[config.mk]
export PLATFORM = sky130hd
export DESIGN_NAME = http_response_header_parser
export DESIGN_NICKNAME = d
export VERILOG_FILES = /design/src/hdl/hrhp_pkg.sv /design/src/hdl/hrhp_dp.sv /design/src/hdl/hrhp_ctrl.sv /design/src/hdl/http_response_header_parser.sv
export SDC_FILE = /design/constraint.sdc
export NUM_CORES = 1
export LEC_CHECK = 0
export ABC_AREA = 0
export BUFFER_PORTS_ARGS = -buffer_cell sky130_fd_sc_hd__buf_2
export CAP_MARGIN = 30
export CORE_UTILIZATION = 45
export CTS_CLUSTER_DIAMETER = 150
export DETAILED_ROUTE_END_ITERATION = 6
export PLACE_DENSITY = 0.72
export SETUP_SLACK_MARGIN = 0.3
export SLEW_MARGIN = 20
export SYNTH_ARGS = -nofsm -noshare
export SYNTH_HDL_FRONTEND = slang
export SYNTH_SLANG_ARGS = --single-unit
[constraint.sdc]
create_clock -name clk -period 11.4 [get_ports clk]
set_clock_uncertainty 0.2 [all_clocks]
set_input_delay 0.57 -clock clk [delete_from_list [all_inputs] [get_ports clk]]
set_output_delay 0.57 -clock clk [all_outputs]
set_load 0.01 [all_outputs]
[src/hdl/hrhp_pkg.sv]
// ----------------------------------------------------------------------------
// HTTP response header parser package
// Shared constants, result roles and the command/status words that pass
// between the controller and the datapath.
// ----------------------------------------------------------------------------
package hrhp_pkg;

	localparam int HOLD_DEPTH_DEF = 16;

	localparam logic [7:0] CH_TAB   = 8'h09;
	localparam logic [7:0] CH_LF    = 8'h0A;
	localparam logic [7:0] CH_VT    = 8'h0B;
	localparam logic [7:0] CH_FF    = 8'h0C;
	localparam logic [7:0] CH_CR    = 8'h0D;
	localparam logic [7:0] CH_SP    = 8'h20;
	localparam logic [7:0] CH_PLUS  = 8'h2B;
	localparam logic [7:0] CH_MINUS = 8'h2D;
	localparam logic [7:0] CH_ZERO  = 8'h30;
	localparam logic [7:0] CH_NINE  = 8'h39;
	localparam logic [7:0] CH_COLON = 8'h3A;

	localparam logic [1:0]  SEP_LIMIT  = 2'd2;
	localparam logic [15:0] STATUS_MAX = 16'hFFFF;

	typedef enum logic [3:0] {
		ROLE_VERSION,
		ROLE_STATUS,
		ROLE_REASON,
		ROLE_NAME,
		ROLE_VALUE,
		ROLE_START_END,
		ROLE_HDR_END,
		ROLE_LINE_END,
		ROLE_BODY
	} role_t;

	typedef enum logic [2:0] {
		OP_NONE,
		OP_RESTART,
		OP_BODY,
		OP_LINE_END,
		OP_CONTENT,
		OP_FLUSH_ONE,
		OP_LATCH
	} dp_op_t;

	typedef enum logic [1:0] {
		SRC_IN,
		SRC_LATCHED,
		SRC_CR
	} src_t;

	typedef struct packed {
		dp_op_t op;
		src_t   src;
		logic   emit;
		logic   last;
		logic   set_cr;
	} dp_cmd_t;

	typedef struct packed {
		logic out_free;
		logic body;
		logic cr_held;
		logic in_is_lf;
		logic in_is_cr;
		logic needs_flush;
		logic emits;
		logic flush_done;
		logic latched_is_cr;
		logic after_cr_emits;
	} dp_status_t;

endpackage

[src/hdl/hrhp_dp.sv]
// ----------------------------------------------------------------------------
// HTTP response header parser datapath
// Line state, status conversion, trailing whitespace hold line and the
// output register.
// ----------------------------------------------------------------------------
module hrhp_dp #(
	parameter int HOLD_DEPTH = hrhp_pkg::HOLD_DEPTH_DEF
) (
	input  logic                clk,
	input  logic                arst_n,
	input  logic [7:0]          data_byte,
	input  logic                out_stall,
	input  hrhp_pkg::dp_cmd_t   cmd,
	output hrhp_pkg::dp_status_t st,
	output logic                out_valid,
	output logic [3:0]          role,
	output logic [7:0]          out_byte,
	output logic signed [16:0]  status_code,
	output logic [1:0]          separators_seen,
	output logic                colon_seen,
	output logic                trim_overflow,
	output logic                last
);
	import hrhp_pkg::*;

	localparam int CW = $clog2(HOLD_DEPTH + 1);
	localparam int IW = (HOLD_DEPTH > 1) ? $clog2(HOLD_DEPTH) : 1;
	localparam logic [CW-1:0] DEPTH_C = CW'(HOLD_DEPTH);

	localparam logic [1:0] PH_START  = 2'd0;
	localparam logic [1:0] PH_HEADER = 2'd1;
	localparam logic [1:0] PH_BODY   = 2'd2;

	logic [1:0]            phase_q;
	logic                  cr_held_q;
	logic                  line_bytes_q;
	logic [1:0]            spaces_q;
	logic                  colon_q;
	logic                  value_begun_q;
	logic [HOLD_DEPTH-1:0] held_q;		// one bit per held word: set for tab
	logic [CW-1:0]         held_cnt_q;
	logic [CW-1:0]         flush_idx_q;
	logic [15:0]           acc_q;
	logic                  neg_q;
	logic                  digits_done_q;
	logic                  started_q;
	logic                  ovf_q;
	logic [7:0]            byte_q;

	logic                  out_valid_q;
	role_t                 out_role_q;
	logic [7:0]            out_byte_q;
	logic [16:0]           out_status_q;
	logic [1:0]            out_seps_q;
	logic                  out_colon_q;
	logic                  out_ovf_q;
	logic                  out_last_q;

	logic [7:0]  c;
	logic        blank;
	logic        lat_blank;
	logic        in_start;
	logic        in_name;
	logic        held_full;
	logic        emits;
	logic        needs_flush;
	role_t       content_role;
	logic        out_free;
	logic [19:0] acc_sum;
	logic [15:0] acc_next;
	logic [16:0] acc_ext;
	logic [16:0] status_val;

	role_t       o_role;
	logic [7:0]  o_byte;
	logic [16:0] o_status;
	logic [1:0]  o_seps;
	logic        o_colon;
	logic        o_ovf;

	always_comb begin
		case (cmd.src)
			SRC_LATCHED: c = byte_q;
			SRC_CR:      c = CH_CR;
			default:     c = data_byte;
		endcase
	end

	assign blank     = (c == CH_SP) || (c == CH_TAB);
	assign lat_blank = (byte_q == CH_SP) || (byte_q == CH_TAB);
	assign in_start  = (phase_q == PH_START);
	assign in_name   = (phase_q == PH_HEADER) && !colon_q;
	assign held_full = (held_cnt_q == DEPTH_C);
	assign out_free  = !out_valid_q || !out_stall;

	always_comb begin
		if (in_start) begin
			emits = !((spaces_q < SEP_LIMIT) && (c == CH_SP));
		end else if (in_name) begin
			emits = (c != CH_COLON);
		end else begin
			emits = blank ? (value_begun_q && held_full) : 1'b1;
		end
	end

	assign needs_flush = !in_start && !in_name && (held_cnt_q != '0) && (!blank || held_full);

	always_comb begin
		if (in_start) begin
			case (spaces_q)
				2'd0:    content_role = ROLE_VERSION;
				2'd1:    content_role = ROLE_STATUS;
				default: content_role = ROLE_REASON;
			endcase
		end else if (in_name) begin
			content_role = ROLE_NAME;
		end else begin
			content_role = ROLE_VALUE;
		end
	end

	always_comb begin
		st                = '0;
		st.out_free       = out_free;
		st.body           = phase_q[1];
		st.cr_held        = cr_held_q;
		st.in_is_lf       = (data_byte == CH_LF);
		st.in_is_cr       = (data_byte == CH_CR);
		st.needs_flush    = needs_flush;
		st.emits          = emits;
		st.flush_done     = (flush_idx_q == held_cnt_q);
		st.latched_is_cr  = (byte_q == CH_CR);
		// what the latched word yields once the held CR has gone through as content
		if (in_start) begin
			st.after_cr_emits = !((spaces_q < SEP_LIMIT) && (byte_q == CH_SP));
		end else if (in_name) begin
			st.after_cr_emits = (byte_q != CH_COLON);
		end else begin
			st.after_cr_emits = !lat_blank;
		end
	end

	// acc * 10 + digit, saturating
	assign acc_sum  = 20'({acc_q, 3'b000}) + 20'({acc_q, 1'b0}) + 20'(c[3:0]);
	assign acc_next = (acc_sum > 20'(STATUS_MAX)) ? STATUS_MAX : acc_sum[15:0];
	assign acc_ext  = {1'b0, acc_q};
	assign status_val = (spaces_q >= SEP_LIMIT) ?
		(neg_q ? 17'(~acc_ext + 17'd1) : acc_ext) : '0;

	always_comb begin
		o_role   = ROLE_BODY;
		o_byte   = '0;
		o_status = '0;
		o_seps   = '0;
		o_colon  = 1'b0;
		o_ovf    = 1'b0;
		case (cmd.op)
			OP_BODY: begin
				o_role = ROLE_BODY;
				o_byte = c;
			end
			OP_LINE_END: begin
				if (!line_bytes_q) begin
					o_role = ROLE_HDR_END;
				end else if (in_start) begin
					o_role   = ROLE_START_END;
					o_status = status_val;
					o_seps   = spaces_q;
				end else begin
					o_role  = ROLE_LINE_END;
					o_colon = colon_q;
					o_ovf   = ovf_q;
				end
			end
			OP_CONTENT: begin
				o_role = content_role;
				o_byte = c;
			end
			OP_FLUSH_ONE: begin
				o_role = ROLE_VALUE;
				o_byte = held_q[0] ? CH_TAB : CH_SP;
			end
			default: begin
				o_role = ROLE_BODY;
			end
		endcase
	end

	always_ff @(posedge clk or negedge arst_n) begin
		if (!arst_n) begin
			phase_q       <= PH_START;
			cr_held_q     <= 1'b0;
			line_bytes_q  <= 1'b0;
			spaces_q      <= '0;
			colon_q       <= 1'b0;
			value_begun_q <= 1'b0;
			held_cnt_q    <= '0;
			flush_idx_q   <= '0;
			acc_q         <= '0;
			neg_q         <= 1'b0;
			digits_done_q <= 1'b0;
			started_q     <= 1'b0;
			ovf_q         <= 1'b0;
			out_valid_q   <= 1'b0;
		end else begin
			if (cmd.emit) begin
				out_valid_q <= 1'b1;
			end else if (!out_stall) begin
				out_valid_q <= 1'b0;
			end
			case (cmd.op)
				OP_RESTART, OP_LINE_END: begin
					if (cmd.op == OP_RESTART) begin
						phase_q <= PH_START;
					end else if (!line_bytes_q) begin
						phase_q <= PH_BODY;
					end else if (in_start) begin
						phase_q <= PH_HEADER;
					end
					cr_held_q     <= 1'b0;
					line_bytes_q  <= 1'b0;
					spaces_q      <= '0;
					colon_q       <= 1'b0;
					value_begun_q <= 1'b0;
					held_cnt_q    <= '0;
					flush_idx_q   <= '0;
					acc_q         <= '0;
					neg_q         <= 1'b0;
					digits_done_q <= 1'b0;
					started_q     <= 1'b0;
					ovf_q         <= 1'b0;
				end
				OP_LATCH: begin
					cr_held_q   <= 1'b0;
					flush_idx_q <= '0;
				end
				OP_FLUSH_ONE: begin
					flush_idx_q <= flush_idx_q + CW'(1);
				end
				OP_CONTENT: begin
					line_bytes_q <= 1'b1;
					flush_idx_q  <= '0;
					if (in_start) begin
						if ((spaces_q < SEP_LIMIT) && (c == CH_SP)) begin
							spaces_q <= spaces_q + 2'd1;
						end else if (spaces_q == 2'd1 && !digits_done_q) begin
							// atoi: skip leading blanks, one sign, stop at first non-digit
							if (!started_q && (c inside {CH_TAB, CH_LF, CH_VT, CH_FF, CH_CR})) begin
								started_q <= 1'b0;
							end else if (!started_q && (c == CH_PLUS || c == CH_MINUS)) begin
								started_q <= 1'b1;
								neg_q     <= (c == CH_MINUS);
							end else begin
								started_q <= 1'b1;
								if (c >= CH_ZERO && c <= CH_NINE) begin
									acc_q <= acc_next;
								end else begin
									digits_done_q <= 1'b1;
								end
							end
						end
					end else if (in_name) begin
						if (c == CH_COLON) begin
							colon_q <= 1'b1;
						end
					end else if (blank) begin
						if (value_begun_q) begin
							if (!held_full) begin
								held_cnt_q <= held_cnt_q + CW'(1);
							end else begin
								held_cnt_q <= '0;
								ovf_q      <= 1'b1;
							end
						end
					end else begin
						value_begun_q <= 1'b1;
						held_cnt_q    <= '0;
					end
				end
				default: begin
				end
			endcase
			if (cmd.set_cr) begin
				cr_held_q <= 1'b1;
			end
		end
	end

	always_ff @(posedge clk) begin
		if (cmd.op == OP_LATCH) begin
			byte_q <= data_byte;
		end
		if (cmd.op == OP_FLUSH_ONE) begin
			held_q <= held_q >> 1;
		end else if (cmd.op == OP_CONTENT && !in_start && !in_name && blank &&
				value_begun_q && !held_full) begin
			held_q[held_cnt_q[IW-1:0]] <= (c == CH_TAB);
		end
		if (cmd.emit) begin
			out_role_q   <= o_role;
			out_byte_q   <= o_byte;
			out_status_q <= o_status;
			out_seps_q   <= o_seps;
			out_colon_q  <= o_colon;
			out_ovf_q    <= o_ovf;
			out_last_q   <= cmd.last;
		end
	end

	assign out_valid       = out_valid_q;
	assign role            = out_role_q;
	assign out_byte        = out_byte_q;
	assign status_code     = out_status_q;
	assign separators_seen = out_seps_q;
	assign colon_seen      = out_colon_q;
	assign trim_overflow   = out_ovf_q;
	assign last            = out_last_q;

endmodule

[src/hdl/hrhp_ctrl.sv]
// ----------------------------------------------------------------------------
// HTTP response header parser controller
// Takes words in, and sequences the held CR, whitespace flushes and the
// final result of each word.
// ----------------------------------------------------------------------------
module hrhp_ctrl (
	input  logic                 clk,
	input  logic                 arst_n,
	input  logic                 in_valid,
	input  logic                 op,
	input  hrhp_pkg::dp_status_t st,
	output logic                 in_stall,
	output hrhp_pkg::dp_cmd_t    cmd
);
	import hrhp_pkg::*;

	typedef enum logic [1:0] {
		S_IDLE,
		S_DO_CR,
		S_DO_B
	} state_t;

	state_t state_q;
	state_t state_nxt;

	always_comb begin
		cmd       = '0;
		cmd.op    = OP_NONE;
		cmd.src   = SRC_IN;
		in_stall  = 1'b1;
		state_nxt = state_q;
		case (state_q)
			S_IDLE: begin
				in_stall = !st.out_free;
				if (in_valid && st.out_free) begin
					if (op) begin
						cmd.op = OP_RESTART;
					end else if (st.body) begin
						cmd.op   = OP_BODY;
						cmd.emit = 1'b1;
						cmd.last = 1'b1;
					end else if (st.cr_held && st.in_is_lf) begin
						cmd.op   = OP_LINE_END;
						cmd.emit = 1'b1;
						cmd.last = 1'b1;
					end else if (st.cr_held) begin
						cmd.op    = OP_LATCH;
						state_nxt = S_DO_CR;
					end else if (st.in_is_cr) begin
						cmd.set_cr = 1'b1;
					end else if (st.needs_flush) begin
						cmd.op    = OP_LATCH;
						state_nxt = S_DO_B;
					end else begin
						cmd.op   = OP_CONTENT;
						cmd.emit = st.emits;
						cmd.last = st.emits;
					end
				end
			end
			S_DO_CR: begin
				// held CR goes through as content, then the latched word
				cmd.src = SRC_CR;
				if (st.out_free) begin
					if (st.needs_flush && !st.flush_done) begin
						cmd.op   = OP_FLUSH_ONE;
						cmd.emit = 1'b1;
					end else begin
						cmd.op   = OP_CONTENT;
						cmd.emit = 1'b1;
						cmd.last = st.latched_is_cr || !st.after_cr_emits;
						if (st.latched_is_cr) begin
							cmd.set_cr = 1'b1;
							state_nxt  = S_IDLE;
						end else begin
							state_nxt = S_DO_B;
						end
					end
				end
			end
			S_DO_B: begin
				cmd.src = SRC_LATCHED;
				if (st.needs_flush && !st.flush_done) begin
					if (st.out_free) begin
						cmd.op   = OP_FLUSH_ONE;
						cmd.emit = 1'b1;
					end
				end else if (!st.emits || st.out_free) begin
					cmd.op    = OP_CONTENT;
					cmd.emit  = st.emits;
					cmd.last  = st.emits;
					state_nxt = S_IDLE;
				end
			end
			default: begin
				state_nxt = S_IDLE;
			end
		endcase
	end

	always_ff @(posedge clk or negedge arst_n) begin
		if (!arst_n) begin
			state_q <= S_IDLE;
		end else begin
			state_q <= state_nxt;
		end
	end

endmodule

[src/hdl/http_response_header_parser.sv]
// ----------------------------------------------------------------------------
// HTTP response header parser
// Splits a response byte stream into start line, header and body words.
// ----------------------------------------------------------------------------
// Input channel: in_valid/in_stall with op and data_byte. op low feeds one
// response byte, op high restarts the parser for a new response (no result).
// Output channel: out_valid/out_stall with role, out_byte, status_code,
// separators_seen, colon_seen, trim_overflow and last; last marks the final
// result caused by one input word.
// Each result is held in a registered output.
// Throughput: one word per cycle in the common case while the receiver does
// not stall. A word after a held CR that is not LF is latched, the CR goes
// out as content and then the word itself; a second CR is held again.
// A word that releases held trailing blanks of a header value is latched and
// each held blank (up to HOLD_DEPTH) goes out before it; a released CR in a
// header value also has the held blanks sent out in front of it. These
// results pass the single output register one per cycle while input stalls.
// A word is taken only while the output register is empty or being drained,
// so a stalled receiver stalls the input at once.
// Reset clears all parser state to the start of a response; held whitespace
// storage is not cleared and needs no clearing pass.
// ----------------------------------------------------------------------------
module http_response_header_parser #(
	parameter int HOLD_DEPTH = hrhp_pkg::HOLD_DEPTH_DEF
) (
	input  logic               clk,
	input  logic               arst_n,
	input  logic               in_valid,
	output logic               in_stall,
	input  logic               op,
	input  logic [7:0]         data_byte,
	output logic               out_valid,
	input  logic               out_stall,
	output logic [3:0]         role,
	output logic [7:0]         out_byte,
	output logic signed [16:0] status_code,
	output logic [1:0]         separators_seen,
	output logic               colon_seen,
	output logic               trim_overflow,
	output logic               last
);
	import hrhp_pkg::*;

	dp_cmd_t    cmd;
	dp_status_t st;

	hrhp_ctrl u_ctrl (
		.clk      (clk),
		.arst_n   (arst_n),
		.in_valid (in_valid),
		.op       (op),
		.st       (st),
		.in_stall (in_stall),
		.cmd      (cmd)
	);

	hrhp_dp #(
		.HOLD_DEPTH (HOLD_DEPTH)
	) u_dp (
		.clk             (clk),
		.arst_n          (arst_n),
		.data_byte       (data_byte),
		.out_stall       (out_stall),
		.cmd             (cmd),
		.st              (st),
		.out_valid       (out_valid),
		.role            (role),
		.out_byte        (out_byte),
		.status_code     (status_code),
		.separators_seen (separators_seen),
		.colon_seen      (colon_seen),
		.trim_overflow   (trim_overflow),
		.last            (last)
	);

`ifndef SYNTHESIS
	a_no_overwrite: assert property (@(posedge clk) disable iff (!arst_n)
		cmd.emit |-> st.out_free)
		else $error("result loaded over an untaken result");

	a_flush_not_last: assert property (@(posedge clk) disable iff (!arst_n)
		(cmd.op == OP_FLUSH_ONE) |-> (cmd.emit && !cmd.last))
		else $error("flushed blank marked as final result");

	a_restart_silent: assert property (@(posedge clk) disable iff (!arst_n)
		(cmd.op == OP_RESTART) |-> !cmd.emit)
		else $error("restart produced a result");

	a_line_end_last: assert property (@(posedge clk) disable iff (!arst_n)
		(out_valid && (role == ROLE_START_END || role == ROLE_HDR_END ||
			role == ROLE_LINE_END)) |-> last)
		else $error("line end result not marked last");
`endif

endmodule

==> results.toml, run 1 <==
[setup_path]
crit_chain = "inv_1, ha_1, nor2_2, a21oi_4, inv_2, fa_1, inv_1, ha_1, a211oi_1, o21ai_0, a2111oi_0, nor3b_1, a21o_1, a2111oi_0, o21ai_1, buf_4, nor2_1, mux2i_1"
timing.rr.end = "u_dp.acc_q[0]"
slowest_stage = "a2111oi_0"
worstPathRequired_ps = 11420
start_kind = "register"
crit_buf_inv = 4
r2r_cells = 18
reg2reg_setup_slack_ps = 5790
max_stage_delay_ps = 780
worstReg2RegStart = "u_ctrl.state_q[0]"
path_class = "reg -> reg"
crit_path_end_kind = "register"
cp_max_fo = 23
cpLargestDelayFamily = "compound AO/OA/AOI/OAI gates"
arrival_ps = 5630

[global_route]
overflow = 0
grt_usage_pct = 21.2
grt_pass1_wl_um = 24900
met3_usage_pct = 2.95
grt_max_degree = 42
grt_use_met1_pct = 30.8
antenna_found_initial = 0
grt_pass1_vias = 4993
grt_most_used_layer = "met2"
met2_usage_pct = 32.5

[detailed_routing]
route.detailed.drc = 0
routed_wl_um = 15200
drt_iter0_drc = 563
num_vias = 5399
vias_per_cell = 5.89
detail-route-antenna-nets = 0
firstDrtPassIters = 5
wl_per_cell_um = 16.6

[die]
start_util_pct = 46.7
row_count = 43
ios = 49
die-area_um2 = 15100
die_x_um = 123
coreArea_um2 = 14100
die_h_um = 123

[timing]
worst_slack_ps = 5790
fin_crit_sh_pct = 49.2
slew_headroom_pct = 44.0
rsz0062_at_grt = "no"
hold_violations = 0
tns_ps = 0
tightest_slew_ps = 819
fmax_ghz = 0.178
drv_slew = 0
timing.final.crit_period_ps = 5610
hold_ws_ps = 203
setup_viol = 0

[final_layout]
drive_gt1_share_pct = 14.0
layout.cells.most_common = "nor2_1"
fin_area_um2 = 7240
most-common-layout-cells = "nor2_1 (78), edfxtp_1 (57), nand2_1 (53)"
diodes = 0
final_util_pct = 51.4
nets = 793
area_growth_syn_to_layout_pct = 10.1
fill_cells = 1302

[outcome]
run_status = "complete, no violations"

[synthesis]
synth_top_family_by_area = "simple AND/OR/NAND/NOR gates"
ys.flop_type = "edfxtp_1"
synthXorXnorAreaFrac_pct = 4.39
synth_mux_area_share_pct = 3.06
synth_warnings = 0
ys_ff_latch = 99
ys_top_cells_by_area = "edfxtp_1 (26%), dfrtp_1 (16%), ha_1 (8.7%)"
postSynthAreaPerCell_um2 = 9.44
synth_cell_types = 75
synth.cell_area_um2 = 6580
yosys.area.top_type = "edfxtp_1"
synth_top_area_share_pct = 26.0
syn_nets = 758
synthAdderAreaFrac_pct = 9.36
synth_edf_count = 57
synth_simple_gate_area_share_pct = 20.0
ys_seq_area_share_pct = 41.9
async_flop_share_pct = 41.4
synth_compound_area_share_pct = 16.4
syn_inst = 697

[clock_network]
cts_resized = 0
cts_tree = "yes"
clk_latency_ps = 350
cts.sinks = 99
root_buffer = "clkbuf_16"
ctsHtreeMaxLevel = 3
clockBufferDepth = 2
cts_setup_buffers = 0
numCtsBuffers = 9
cts.clk_slew.worst_paths_ps = 80

[hold_path]
hold_class = "in -> reg"
holdCritStartpoint = "data_byte[1]"
holdPathEnd = "u_dp.byte_q[1]"
whs_path_depth = 1

[place]
dp_hpwl_um = 11300
placed_area_um2 = 6920
dp_slack_ps = 5940
gp_congestion = 0.914
io_buffers = 48

[power_and_ir_drop]
power_leakage_nw = 3.31
vdd.ir_drop.worst_v = 0.0000851
cellPowerDensity_nw_per_um2 = 186

[run]
drv_cap = 0
## registers in the layout, summed over array words and instances (netlist names), 4 cells and up
signal,flops
u_dp.role,4
u_dp.held_q,16
u_dp.out_byte,8
u_dp.flush_idx_q,5
u_dp.acc_q,16
u_dp.status_code,17
u_dp.byte_q,8
u_dp.held_cnt_q,5
## area by class of cell
type / instances / area (um^2) / share of cell area (%)
multi-input combinational: 525 / 3500 / 48.3
sequential: 99 / 2760 / 38.1
timing repair buffer: 56 / 315 / 4.35
clock buffer: 9 / 225 / 3.11
tap: 180 / 225 / 3.11
inverter: 41 / 156 / 2.16
clock inverter: 7 / 65.1 / 0.898
## how the worst max path moves through the flow
stage	slack (ps)	cells after the start	from	end
6_report	5790	18	u_ctrl.state_q[0]	u_dp.acc_q[0]
5_1_grt	5430	18	u_ctrl.state_q[0]	u_dp.acc_q[5]
4_1_cts	5890	18	u_ctrl.state_q[0]	u_dp.acc_q[0]
3_5_place_dp	5940	18	u_ctrl.state_q[0]	u_dp.acc_q[0]
3_3_place_gp	6190	17	u_ctrl.state_q[0]	u_dp.acc_q[2]
2_1_floorplan	6840	19	u_ctrl.state_q[0]	u_dp.acc_q[10]
## repair_timing
item,CTS,global route
endpoints found under the hold margin,0,14
setup endpoints to repair,0,0
hold buffers,0,1
## power by group
| part | internal (mW) | switching [mW] |
|---|---|---|
| Clock | 0.154 | 0.149 |
| Combinational | 0.170 | 0.347 |
| Sequential | 0.480 | 0.0479 |
## synthesized netlist by cell type (17+ instances only)
| library cell | count |
|---|---|
| a21oi_1 | 27 |
| clkbuf_1 | 17 |
| dfrtp_1 | 41 |
| edfxtp_1 | 57 |
| ha_1 | 46 |
| inv_1 | 38 |
| mux2i_1 | 19 |
| nand2_1 | 53 |
| nand3_1 | 43 |
| nor2_1 | 78 |
| nor3_1 | 19 |
| o21ai_0 | 46 |
| xor2_1 | 21 |
## metal layers
| layer | wire length, um | part of all wire [%] |
|---|---|---|
| met5 | 0 | 0 |
| met4 | 212 | 1.4 |
| met3 | 898 | 5.9 |
| met2 | 6900 | 45 |
| met1 | 7200 | 47 |
## logic make-up after synthesis
logic type / count (synthesis)
simple gates: 265
compound gates: 159
flops: 99
buf+inv: 73
fa+ha+maj: 48
xor+xnor: 33
mux: 20
## through the flow
| stage | cells | power, mW |
|---|---|---|
| global placement | 897 | 1.03 |
| finish | 917 | 1.35 |
| CTS | 915 | 1.35 |
| detailed placement | 899 | 1.04 |
| global route | 917 | 1.43 |
| floorplan | 697 | 0.896 |
Power figures use the tool's default switching activity.
==> run 2: changes to the inputs <==
ABC_AREA = 1   (was 0)
PLACE_DENSITY = 0.74   (was 0.72)
clock period = 5.11 ns   (was 11.4 ns; I/O delays follow)
==> run 2 against run 1 <==
Against the previous run: count of clock-buffer cells in the layout is 2 higher; via count is 9.3% higher; critical path depth is 5 higher; global-route usage is 0.73 points lower; non-clock buffer count is 10 higher; setup slack worse by 5000 ps; register-to-register slack worse by 5000 ps; total power is 140% higher; sequential share of layout area is 2.7 points lower; core utilization is 0.13 points lower; sequential cell count stayed put; largest power group is now combinational cells.
==> results.toml, run 2 <==
[die]
row_count = 45
die_h_um = 127
die-area_um2 = 16100
start_util_pct = 46.1
die_x_um = 127
coreArea_um2 = 15200
ios = 49

[timing]
fmax_ghz = 0.230
fin_crit_sh_pct = 85.1
tightest_slew_ps = 874
setup_viol = 0
timing.final.crit_period_ps = 4350
tns_ps = 0
slew_headroom_pct = 41.3
drv_slew = 0
hold_violations = 0
hold_ws_ps = 126
rsz0062_at_grt = "no"

[clock_network]
clockBufferDepth = 2
clk_latency_ps = 360
cts_tree = "yes"
root_buffer = "clkbuf_16"
numCtsBuffers = 9
ctsHtreeMaxLevel = 3
cts_hold_buffers = 10
cts_resized = 0
cts_setup_buffers = 0
cts.clk_slew.worst_paths_ps = 70
cts.sinks = 99

[final_layout]
fill_cells = 1432
multiInputGateArea_um2 = 3820
diodes = 0
most-common-layout-cells = "nand2_1 (209), nor2_1 (110), nand3_1 (79)"
nets = 983
largest_reg_flops = 17
drive_gt1_share_pct = 13.5
regArea_um2 = 2760
layout.cells.most_common = "nand2_1"
layout.cells.non_filler = 1114
area_growth_syn_to_layout_pct = 11.3

[synthesis]
synth_cell_types = 57
syn_inst = 867
ys_top_cells_by_area = "edfxtp_1 (24%), dfrtp_1 (15%), nand2_1 (11%)"
synth.most_common_cell = "nand2_1"
synth_warnings = 0
synth_edf_count = 57
ys.flop_type = "edfxtp_1"
yosys.area.top_type = "edfxtp_1"
postSynthAreaPerCell_um2 = 8.08
syn_nets = 928
ys_ff_latch = 99
async_flop_share_pct = 41.4
synth.cell_area_um2 = 7000
ys_seq_area_share_pct = 39.4
synth_top_area_share_pct = 24.4
synthTopCellsByCount = "nand2_1 (209), nor2_1 (110), nand3_1 (79), inv_1 (71), edfxtp_1 (57)"

[global_route]
grt_usage_pct = 20.5
grt_pass1_vias = 5428
overflow = 0
grt_max_degree = 35
antenna_found_initial = 0
grt_pass1_wl_um = 26200

[setup_path]
r2r_cells = 23
crit_buf_inv = 4
crit_path_end_kind = "register"
reg2reg_setup_slack_ps = 760
cpLargestDelayFamily = "adder cells"
cp_max_fo = 13
slowest_stage = "ha_1"
arrival_ps = 4400
max_stage_delay_ps = 500
crit_chain = "inv_1, ha_1, inv_6, nor2_4, nand2_1, nand2_4, inv_1, ha_1, ha_1, fa_1, nand3_1, nand2_1, a21oi_1, nand3b_1, nand2_1, or2_2, a21oi_1, buf_4, nand2_1, nor2_1, nor2_1, nand3_1, nand2_1"
path_class = "reg -> reg"
worstPathRequired_ps = 5160
crit_top_cell = "nand2_1"
start_kind = "register"
worstReg2RegStart = "u_ctrl.state_q[0]"
timing.rr.end = "u_dp.acc_q[3]"

[power_and_ir_drop]
p_switching_mw = 1.38
seqPwrFrac_pct = 36.8
pwr-share-comb_pct = 44.0
cellPowerDensity_nw_per_um2 = 419
switching_share_pct = 42.2
vdd.ir_drop.worst_v = 0.000185
power_leakage_nw = 3.69
clkPwrFrac_pct = 19.2
p_int_mw = 1.89

[detailed_routing]
route.detailed.drc = 0
num_vias = 5903
routed_wl_um = 15700
wl_per_cell_um = 14.1
firstDrtPassIters = 5
vias_per_cell = 5.30
detail-route-antenna-nets = 0
drt_iter0_drc = 428

[place]
io_buffers = 48
gp_congestion = 0.912
placedCellCount = 1089
dp_hpwl_um = 11900

[outcome]
run_status = "complete, no violations"

[run]
drv_cap = 0

[hold_path]
hold_class = "in -> async"
run 2: cell types whose count changed after synthesis, moves of 10 or more:
cell,before,now
a31o_2,12,0
inv_1,38,71
mux2i_1,19,0
nand2_1,53,209
nand2_4,0,10
nand3_1,43,79
nor2_1,78,110
run 2: worst max-delay path by stage:
stage                       from  depth (start not counted)              to
5_1_grt        u_ctrl.state_q[0]                         24   u_dp.acc_q[3]
2_1_floorplan  u_ctrl.state_q[0]                         20  u_dp.acc_q[10]
3_3_place_gp   u_ctrl.state_q[0]                         23  u_dp.acc_q[14]
3_5_place_dp   u_ctrl.state_q[0]                         23   u_dp.acc_q[3]
4_1_cts        u_ctrl.state_q[0]                         23   u_dp.acc_q[3]
6_report       u_ctrl.state_q[0]                         23   u_dp.acc_q[3]
run 2: layout make-up:
class / count / area share (%)
multi-input combinational: 665 / 49.0
timing repair buffer: 66 / 5.30
inverter: 81 / 3.97
clock inverter: 4 / 0.353
tap: 188 / 3.02
sequential: 99 / 35.4
clock buffer: 11 / 2.99
run 2: kinds of logic (layout without fill, tap and decap cells):
group                      count (synthesis)  in the layout  share of synthesized area, %
AOI/OAI and AO/OA                        109            109                          9.65
xor gates and xnor gates                  37             37                          4.63
adders and majority gates                 48             48                          8.79
buffers and inverters                    103            162                          6.11
DFF                                       99             99                          39.4
and+or+nand+nor                          471            471                          31.4
run 2: per-stage QoR:
| stage | total power [mW] | utilization [%] | worst slack [ps] | cell area (um^2) |
|---|---|---|---|---|
| 2_1_floorplan | 2.26 | - | 1040 | 7000 |
| 5_1_grt | 3.50 | 51.3 | 307 | 7790 |
| 6_report | 3.27 | 51.3 | 761 | 7790 |
| 3_5_place_dp | 2.64 | 48.9 | 802 | 7430 |
| 3_3_place_gp | 2.62 | 48.8 | 933 | 7410 |
| 4_1_cts | 3.28 | 51.3 | 783 | 7790 |
run 2: worst reg2reg max path, stage by stage, from the launching register on:
cell      delay [ps]
dfrtp_1          430
inv_1            110
ha_1             500
inv_6             90
nor2_4           110
nand2_1           90
nand2_4          100
inv_1             50
ha_1             280
ha_1             230
fa_1             410
nand3_1          110
nand2_1           90
a21oi_1          230
nand3b_1         140
nand2_1           60
or2_2            270
a21oi_1          130
buf_4            200
nand2_1          120
nor2_1           100
nor2_1            40
nand3_1           80
nand2_1           70
run 2: power by group through the flow:
stage                     Clock (mW)  Combinational (mW)  Sequential [mW]
final                          0.627                1.44             1.20
after global routing           0.671                1.61             1.22
after CTS                      0.636                1.44             1.20
after detailed placement           0                1.43             1.21
after global placement             0                1.41             1.21
after floorplan                    0                1.01             1.25
run 2: per-layer routing:
metal	vias up	wire [um]	GRT usage, %
met5	-	0	0
met4	0	258	6.16
met2	137	7290	33.6
met3	21	663	4.26
met1	2728	7540	27.4
li1	3017	-	-
==> run 3: changes to the inputs <==
PLACE_DENSITY = 0.71   (was 0.74)
clock period = 4.25 ns   (was 5.11 ns; I/O delays follow)
==> run 3 against run 2 <==
Against the previous run: total power rose by 27%; core utilization increased by 1.3 points; via count up 1.4%; non-clock buffer count rose by 8; critical path depth fell by 2; sequential power rose by 21%; fmax increased by 14%; design area rose by 2.6%; routed wire length grew 3.2%; sequential cell count did not move; global-route usage increased by 0.46 points; register-to-register slack worse by 340 ps.
==> results.toml, run 3 (synthesized netlist as in run 2, its figures left out) <==
[setup_path]
crit_chain = "inv_2, ha_4, inv_6, nor2_4, nand2_1, nand2_2, fa_1, inv_1, fa_2, nand3_1, nand2_2, a21oi_2, nand3b_1, nand2_1, or2_4, a21oi_4, nand2_2, nor2_1, nor2_1, nand3_1, nand2_1"
crit_path_end_kind = "register"
arrival_ps = 3860
cpLargestDelayFamily = "simple AND/OR/NAND/NOR gates"
start_kind = "register"
cp_max_fo = 9
crit_start = "u_ctrl.state_q[0]"
slowest_stage = "fa_1"
path_class = "reg -> reg"
worstPathRequired_ps = 4280
crit_buf_inv = 3
max_stage_delay_ps = 500
worstReg2RegStart = "u_ctrl.state_q[0]"

[die]
row_count = 45
die-area_um2 = 16100
ios = 49
die_h_um = 127
coreArea_um2 = 15200
die_x_um = 127
start_util_pct = 46.1

[global_route]
grt_pass1_wl_um = 27100
grt_usage_pct = 21.0
grt_pass1_vias = 5621
antenna_found_initial = 0
grt_max_degree = 35
overflow = 0

[clock_network]
cts.sinks = 99
clk_latency_ps = 350
clockBufferDepth = 2
cts_tree = "yes"
numCtsBuffers = 9
root_buffer = "clkbuf_16"
ctsHtreeMaxLevel = 3
cts.clk_slew.worst_paths_ps = 70

[detailed_routing]
routed_wl_um = 16300
num_vias = 5983
vias_per_cell = 5.33
drt_iter0_drc = 416
firstDrtPassIters = 5
wl_per_cell_um = 14.5
detail-route-antenna-nets = 0
route.detailed.drc = 0

[timing]
hold_ws_ps = 112
timing.final.crit_period_ps = 3830
rsz0062_at_grt = "yes"
slew_headroom_pct = 46.0
fmax_ghz = 0.261
tightest_slew_ps = 804
tns_ps = 0
fin_crit_sh_pct = 90.1
setup_viol = 0
drv_slew = 0
hold_violations = 0

[final_layout]
area_growth_syn_to_layout_pct = 14.2
fill_cells = 1449
nets = 991
largest_reg_flops = 17
drive_gt1_share_pct = 15.9
most-common-layout-cells = "nand2_1 (207), nor2_1 (108), nand3_1 (79)"
diodes = 0
final_util_pct = 52.6
layout.cells.most_common = "nand2_1"

[place]
gp_congestion = 0.884
dp_hpwl_um = 12100
io_buffers = 48

[run]
drv_cap = 0

[outcome]
run_status = "complete, no violations"

[power_and_ir_drop]
vdd.ir_drop.worst_v = 0.000344
cellPowerDensity_nw_per_um2 = 520
power_leakage_nw = 3.78

[hold_path]
hold_class = "in -> async"
run 3: metrics by stage:
stage	setup slack, ps	std cells	power (mW)	area (um^2)
final	421	1123	4.16	8000
after global routing	249	1123	4.44	8000
after CTS	311	1116	4.11	7900
after detailed placement	153	1090	3.21	7460
after global placement	242	1089	3.19	7440
after floorplan	354	867	2.72	7010
run 3: layout make-up:
cell class	count	area (um^2)	area share [%]
clock inverter	4	53.8	0.673
sequential	99	2760	34.5
clock buffer	12	268	3.35
tap	188	235	2.94
timing repair buffer	74	489	6.12
inverter	81	312	3.90
multi-input combinational	665	3880	48.5
run 3: routing by layer:
metal	part of all wire, %	vias to the layer above	routed length [um]	track usage (%)
li1	-	3038	-	-
met1	49	2775	7960	29.1
met2	46	147	7400	34.1
met3	3.7	23	603	2.66
met4	1.8	0	288	6.86
met5	0	-	0	0
run 3: timing repair:
item / in CTS / in global routing
pin swaps: 0 / 4
gates resized for setup: 6 / 17
setup endpoints to repair: 16 / 16
setup buffers: 0 / 5
cloned: 0 / 2
hold buffers: 10 / 0
hold endpoints to repair: 50 / 0
run 3: report_power, final:
group | internal, mW | switching [mW]
Sequential | 1.29 | 0.157
Combinational | 0.654 | 1.17
Clock | 0.512 | 0.368
Total | 2.46 | 1.70
run 3: worst paths after layout:
path / to / slack (ps) / depth (start not counted)
max: u_dp.acc_q[14] / 420 / 21
min: u_ctrl.state_q[0] / 110 / 2
max reg2reg: u_dp.acc_q[14] / 420 / 21
min reg2reg: u_dp.digits_done_q / 280 / 2
max in group asynchronous: u_dp.acc_q[14] / 3230 / 3
min in group clk: u_dp.cr_held_q / 150 / 4
